[src/design/tmcw_pkg.sv]
// Package for the text-mode console writer: screen geometry, byte codes,
// channel payload types and the command/status structs between controller and datapath.
// Depends on nothing; every other design file imports it.
`default_nettype none

package tmcw_pkg;

  // Screen geometry.
  localparam int COLUMNS    = 80;
  localparam int ROWS       = 25;
  localparam int CELLS      = COLUMNS * ROWS;
  localparam int MOVE_CELLS = COLUMNS * (ROWS - 1);
  localparam int ADDR_W     = $clog2(CELLS);

  // Field widths of the channels.
  localparam int COL_W   = 7;
  localparam int ROW_W   = 5;
  localparam int IDX_W   = 11;
  localparam int DATA_W  = 16;
  localparam int CHAR_W  = 8;
  localparam int COLOR_W = 8;

  localparam int TAB_SPACES = 4;
  localparam int TAB_W      = $clog2(TAB_SPACES);

  localparam logic [CHAR_W-1:0]  CHAR_BACKSPACE = 8'd8;
  localparam logic [CHAR_W-1:0]  CHAR_TAB       = 8'd9;
  localparam logic [CHAR_W-1:0]  CHAR_NEWLINE   = 8'd10;
  localparam logic [CHAR_W-1:0]  CHAR_SPACE     = 8'd32;
  localparam logic [COLOR_W-1:0] COLOR_RESET    = 8'd7;
  localparam logic [DATA_W-1:0]  CURSOR_MARK    = 16'hF000;

  localparam logic KIND_PUT  = 1'b0;
  localparam logic KIND_READ = 1'b1;

  typedef enum logic [2:0] {
    CLS_PLAIN,
    CLS_NEWLINE,
    CLS_BACKSPACE,
    CLS_TAB,
    CLS_READ
  } item_class_t;

  typedef struct packed {
    logic              kind;
    logic [CHAR_W-1:0] char_code;
    logic [IDX_W-1:0]  cell_index;
  } item_t;

  typedef struct packed {
    logic [DATA_W-1:0] cell_data;
    logic [COL_W-1:0]  cursor_column;
    logic [ROW_W-1:0]  cursor_row;
  } result_t;

  typedef struct packed {
    logic accept;         // latch the offered word
    logic sweep_clr;      // sweep address back to zero
    logic sweep_inc;      // sweep address plus one
    logic rd_item;        // read the cell at the latched index
    logic rd_sweep;       // read the cell one row below the sweep address
    logic rd_cursor;      // read the cursor cell
    logic wr_sweep_copy;  // write the read data at the sweep address
    logic wr_sweep_zero;  // blank the cell at the sweep address
    logic wr_cur_zero;    // blank the cursor cell
    logic wr_char;        // write the latched byte and advance
    logic put_space;      // write a space and advance, one tab step
    logic new_line;       // cursor to the start of the next row
    logic back_step;      // cursor one cell back
    logic scroll_end;     // row back to the last screen row
    logic finish;         // cursor mark and result register load
  } cmd_t;

  typedef struct packed {
    logic        scroll_pending;
    logic        sweep_last_move;
    logic        sweep_last_cell;
    logic        at_origin;
    logic        cell_nonzero;
    logic        tab_last;
    logic        out_free;
    item_class_t item_cls;
  } stat_t;

  function automatic item_class_t classify(input logic kind, input logic [CHAR_W-1:0] ch);
    item_class_t cls;
    if (kind == KIND_READ) begin
      cls = CLS_READ;
    end else begin
      case (ch)
        CHAR_NEWLINE:   cls = CLS_NEWLINE;
        CHAR_BACKSPACE: cls = CLS_BACKSPACE;
        CHAR_TAB:       cls = CLS_TAB;
        default:        cls = CLS_PLAIN;
      endcase
    end
    return cls;
  endfunction

endpackage

`default_nettype wire

[src/design/tmcw_ctrl.sv]
// Controller state machine of the console writer: sequences scrolls, byte
// handling, backspace walks and result loads. Depends on tmcw_pkg.
`default_nettype none

module tmcw_ctrl (
  input  logic                  clk,
  input  logic                  rst,
  input  logic                  item_valid,
  input  tmcw_pkg::item_class_t item_cls,
  output logic                  item_ready,
  input  tmcw_pkg::stat_t       stat,
  output tmcw_pkg::cmd_t        cmd
);
  import tmcw_pkg::*;

  typedef enum logic [13:0] {
    ST_CLEAR     = 14'b00000000000001,
    ST_IDLE      = 14'b00000000000010,
    ST_SCROLL_RD = 14'b00000000000100,
    ST_SCROLL_WR = 14'b00000000001000,
    ST_BLANK     = 14'b00000000010000,
    ST_PUT       = 14'b00000000100000,
    ST_TAB       = 14'b00000001000000,
    ST_NEWLINE   = 14'b00000010000000,
    ST_BS_BLANK  = 14'b00000100000000,
    ST_BS_STEP   = 14'b00001000000000,
    ST_BS_READ   = 14'b00010000000000,
    ST_BS_CHECK  = 14'b00100000000000,
    ST_FINISH    = 14'b01000000000000,
    ST_READ      = 14'b10000000000000
  } state_t;

  state_t state, state_next;

  // First state of a word, given its class and whether a scroll is owed.
  function automatic state_t dispatch(input item_class_t cls, input logic pending);
    state_t st;
    if (cls == CLS_READ) begin
      st = ST_READ;
    end else if (pending) begin
      st = ST_SCROLL_RD;
    end else begin
      case (cls)
        CLS_NEWLINE:   st = ST_NEWLINE;
        CLS_BACKSPACE: st = ST_BS_BLANK;
        CLS_TAB:       st = ST_TAB;
        default:       st = ST_PUT;
      endcase
    end
    return st;
  endfunction

  always_comb begin
    state_next = state;
    cmd        = '0;
    item_ready = 1'b0;
    case (state)
      ST_CLEAR: begin
        cmd.wr_sweep_zero = 1'b1;
        cmd.sweep_inc     = 1'b1;
        if (stat.sweep_last_cell) begin
          state_next = ST_IDLE;
        end
      end
      ST_IDLE: begin
        item_ready = 1'b1;
        if (item_valid) begin
          cmd.accept    = 1'b1;
          cmd.sweep_clr = 1'b1;
          state_next    = dispatch(item_cls, stat.scroll_pending);
        end
      end
      ST_READ: begin
        // The read comes in the cycle after the accept, so it sees the cursor mark
        // that the previous word wrote while this one was being accepted.
        cmd.rd_item = 1'b1;
        state_next  = ST_FINISH;
      end
      ST_SCROLL_RD: begin
        cmd.rd_sweep = 1'b1;
        state_next   = ST_SCROLL_WR;
      end
      ST_SCROLL_WR: begin
        cmd.wr_sweep_copy = 1'b1;
        cmd.sweep_inc     = 1'b1;
        state_next        = stat.sweep_last_move ? ST_BLANK : ST_SCROLL_RD;
      end
      ST_BLANK: begin
        cmd.wr_sweep_zero = 1'b1;
        cmd.sweep_inc     = 1'b1;
        if (stat.sweep_last_cell) begin
          cmd.scroll_end = 1'b1;
          state_next     = dispatch(stat.item_cls, 1'b0);
        end
      end
      ST_PUT: begin
        cmd.wr_char = 1'b1;
        state_next  = ST_FINISH;
      end
      ST_TAB: begin
        if (stat.scroll_pending) begin
          cmd.sweep_clr = 1'b1;
          state_next    = ST_SCROLL_RD;
        end else begin
          cmd.put_space = 1'b1;
          state_next    = stat.tab_last ? ST_FINISH : ST_TAB;
        end
      end
      ST_NEWLINE: begin
        cmd.wr_cur_zero = 1'b1;
        cmd.new_line    = 1'b1;
        state_next      = ST_FINISH;
      end
      ST_BS_BLANK: begin
        cmd.wr_cur_zero = 1'b1;
        state_next      = ST_BS_STEP;
      end
      ST_BS_STEP: begin
        if (stat.at_origin) begin
          state_next = ST_FINISH;
        end else begin
          cmd.back_step = 1'b1;
          state_next    = ST_BS_READ;
        end
      end
      ST_BS_READ: begin
        cmd.rd_cursor = 1'b1;
        state_next    = ST_BS_CHECK;
      end
      ST_BS_CHECK: begin
        state_next = stat.cell_nonzero ? ST_FINISH : ST_BS_STEP;
      end
      ST_FINISH: begin
        if (stat.out_free) begin
          cmd.finish = 1'b1;
          item_ready = 1'b1;
          if (item_valid) begin
            cmd.accept    = 1'b1;
            cmd.sweep_clr = 1'b1;
            state_next    = dispatch(item_cls, stat.scroll_pending);
          end else begin
            state_next = ST_IDLE;
          end
        end
      end
      default: begin
        state_next = ST_IDLE;
      end
    endcase
  end

  always_ff @(posedge clk) begin
    if (rst) begin
      state <= ST_CLEAR;
    end else begin
      state <= state_next;
    end
  end

endmodule

`default_nettype wire

[config.mk]
export PLATFORM = sky130hd
export DESIGN_NAME = tmcw_ctrl
export DESIGN_NICKNAME = d
export VERILOG_FILES = /design/src/design/tmcw_pkg.sv /design/src/design/tmcw_ctrl.sv
export SDC_FILE = /design/constraint.sdc
export NUM_CORES = 1
export LEC_CHECK = 0
export BUFFER_PORTS_ARGS = -buffer_cell sky130_fd_sc_hd__buf_4
export CAP_MARGIN = 20
export CORE_AREA = 2 2 49 51
export CTS_CLUSTER_DIAMETER = 80
export CTS_CLUSTER_SIZE = 40
export DETAILED_ROUTE_END_ITERATION = 6
export DIE_AREA = 0 0 51 53
export GPL_TIMING_DRIVEN = 0
export PLACE_DENSITY_LB_ADDON = 0.08
export SLEW_MARGIN = 20
export SYNTH_ARGS = -nofsm -noshare
export SYNTH_HDL_FRONTEND = slang
export SYNTH_SLANG_ARGS = --single-unit
[constraint.sdc]
create_clock -name clk -period 5.6 [get_ports clk]
set_input_delay 0.28 -clock clk [delete_from_list [all_inputs] [get_ports clk]]
set_output_delay 0.28 -clock clk [all_outputs]
set_load 0.005 [all_outputs]
==> out/qor.yml <==
synth:
  ys_top_cells_by_count: "nor2_1, dfxtp_1, nand3b_1"
  ys_types: 48
  synth-edff-count: 0
  synthCells: 143
  synth_area_per_cell_um2: 8.05
  synth_top_area_share: 0.243
  yosysTopAreaCell: "dfxtp_1"
  netlist_area_mm2: 0.00115
  yosysSeqAreaShare: 0.243
  synth_flop_cell: "dfxtp_1"
  synth-seq-cells: 14
  yosys-top-cells-area: "dfxtp_1, nand3b_1, nor2_1"
  synthArstFlopShare: 0
  syn-num-nets: 159
  ys_warn_count: 0
  synth_most_common_cell: "nor2_1"
setup_path:
  r2r-start: "state[12]"
  ff2ff_setup_slack_ns: 3.35
  crit_required_ns: 5.32
  r2r-end: "state[1]"
  end_kind: "output port"
  r2r_cells: 7
  startpoint: "state[12]"
  slowest_delay_ns: 0.58
  slowest_stage: "or4_1"
  cp_max_fo: 10
  startpoint_type: "flop"
  arrival_ns: 2.22
  path_class: "flop to output port"
  crit_chain: "clkbuf_1 > or4_1 > nor2_2 > nand3_1 > nor3b_1 > nand2b_1 > buf_4"
  crit_end: "cmd[6]"
placed_design:
  port_buffers: 31
  dp.final_hpwl_mm: 2.48
  dpl.cell_count: 202
  gp_congestion: 0.879
floorplan:
  die_w_um: 51
  start_util: 0.536
  io-pin-count: 32
  rows: 17
  dieArea_mm2: 0.00270
  die_y_um: 53
  core_area_mm2: 0.00215
layout:
  fill_cells: 187
  antenna_cells: 0
  multi_input_area_um2: 828
  nNetsFinal: 195
  fin_cells: 206
  regArea_um2: 280
  areaGrowthSynthToFinish_pct: 26.4
  max_flop_register: "state"
  largest_reg_flops: 14
  top_regs: "state (14)"
  drive_gt1_frac: 0.315
cts:
  cts_root_buffer: "clkbuf_4"
  clkSlewWorstSetupHoldPaths_ns: 0.09
  cts_tree: "built"
  cts_made_buffers: 3
  htree_num_levels: 1
  cts_hold_buf: 0
  worstSkewPairLatency_ns: 0.28
  cts_resized: 0
  clk_path_buf_depth: 2
  numClockSinks: 14
  post_cts_buffers: 0
global_route:
  grt_pass1_wl_mm: 5.37
  grt_pass1_vias: 1186
  track_usage: 0.264
  grt-ovfl-total: 0
  grt_antenna_before_repair: 0
  grt_max_degree: 11
power_and_ir_drop:
  total_power_w: 0.000230
  ir_drop_uv: 97.4
  power.density_mw_per_mm2: 158
  p_leak_nw: 0.575
min_path:
  holdCritStartpoint: "stat[6]"
  hp-class: "primary input to flop"
sta:
  clock.fmax_mhz: 401
  setup_violations: 0
  final_max_slew_viol_count: 0
  tns_ns: 0
  tightest_slew_ns: 0.511
  hold_viol: 0
  rsz0062_at_grt: "false"
  period_share: 0.446
  fin_crit_ns: 2.50
  fin_skew_ns: 0.00508
  maxSlewHeadroom: 0.660
routing:
  ant_nets: 0
  via_count: 1215
  drtIter0Drc: 21
  wl_mm: 3.12
  viasPerCell: 5.90
  avgRoutedWirePerCell_um: 15.1
  first_pass_iters: 4
  route.detailed.drc: 0
flow_run:
  max-cap-violations: 0
run_status:
  outcome: "finished, final reports clean"
## layout by cell type, fill, tap and decap left out, types with 4 or more instances in the layout
master	netlist	routed
a21oi_1	7	7
and2_1	4	4
buf_4	0	31
dfxtp_1	14	14
inv_1	5	5
nand2_1	5	5
nand2b_1	5	5
nand3_1	6	6
nand3b_1	8	8
nand4_1	4	4
nor2_1	16	16
nor3_1	6	6
nor3b_2	4	4
nor4_1	5	5
xor2_1	4	4
## layout make-up
| cell class | count | area share |
|---|---|---|
| Multi-Input combinational cell | 120 | 0.569 |
| Sequential cell | 14 | 0.193 |
| Timing Repair Buffer | 31 | 0.160 |
| Clock buffer | 4 | 0.0249 |
| Tap cell | 28 | 0.0241 |
| Buffer | 4 | 0.0163 |
| Inverter | 5 | 0.0129 |
## power by group
part | leakage, nW | internal (W) | switching, W
combinational | 0.440 | 0.0000240 | 0.0000258
clock | 0.0210 | 0.0000395 | 0.0000372
sequential | 0.113 | 0.000101 | 0.00000272
## per-stage QoR
step | hold WS (ns) | utilization | worst slack, ns | instance area [um2]
after floorplan | 0.349 | - | 3.65 | 1150
after global placement | 0.465 | 0.660 | 3.40 | 1420
after detailed placement | 0.467 | 0.660 | 3.37 | 1420
after CTS | 0.163 | 0.677 | 3.09 | 1460
after global routing | 0.169 | 0.677 | 2.91 | 1460
final | 0.169 | 0.677 | 3.10 | 1460
## worst min path at each step
stage                endpoint  slack, ns  depth (start not counted)
floorplan           state[12]       0.35                          1
global placement    state[10]       0.47                          2
detailed placement  state[10]       0.47                          2
CTS                 state[10]       0.16                          2
global route        state[10]       0.17                          2
finish              state[10]       0.17                          2
## cell families (layout without fill, tap and decap cells)
family / Yosys count / count (layout) / synth area share
compound gates: 27 / 27 / 0.186
xor+xnor: 7 / 7 / 0.0533
buf+inv: 9 / 44 / 0.0370
flops: 14 / 14 / 0.243
simple gates: 86 / 86 / 0.480
## critical path, delay by kind of cell, from the launching register on
family | cells | cell delay (ns)
buffers and inverters | 2 | 0.30
and+or+nand+nor | 5 | 1.33
DFF | 1 | 0.31
## per-layer routing
metal / wire [um] / global-route usage / vias up / part of all wire
li1: - / - / 606 / -
met1: 1360 / 0.336 / 568 / 0.44
met3: 174 / 0.0452 / 4 / 0.056
met2: 1550 / 0.444 / 37 / 0.50
met5: 0 / 0 / - / 0
met4: 33 / 0.104 / 0 / 0.011
No activity file was read; power rests on OpenSTA's default activity.
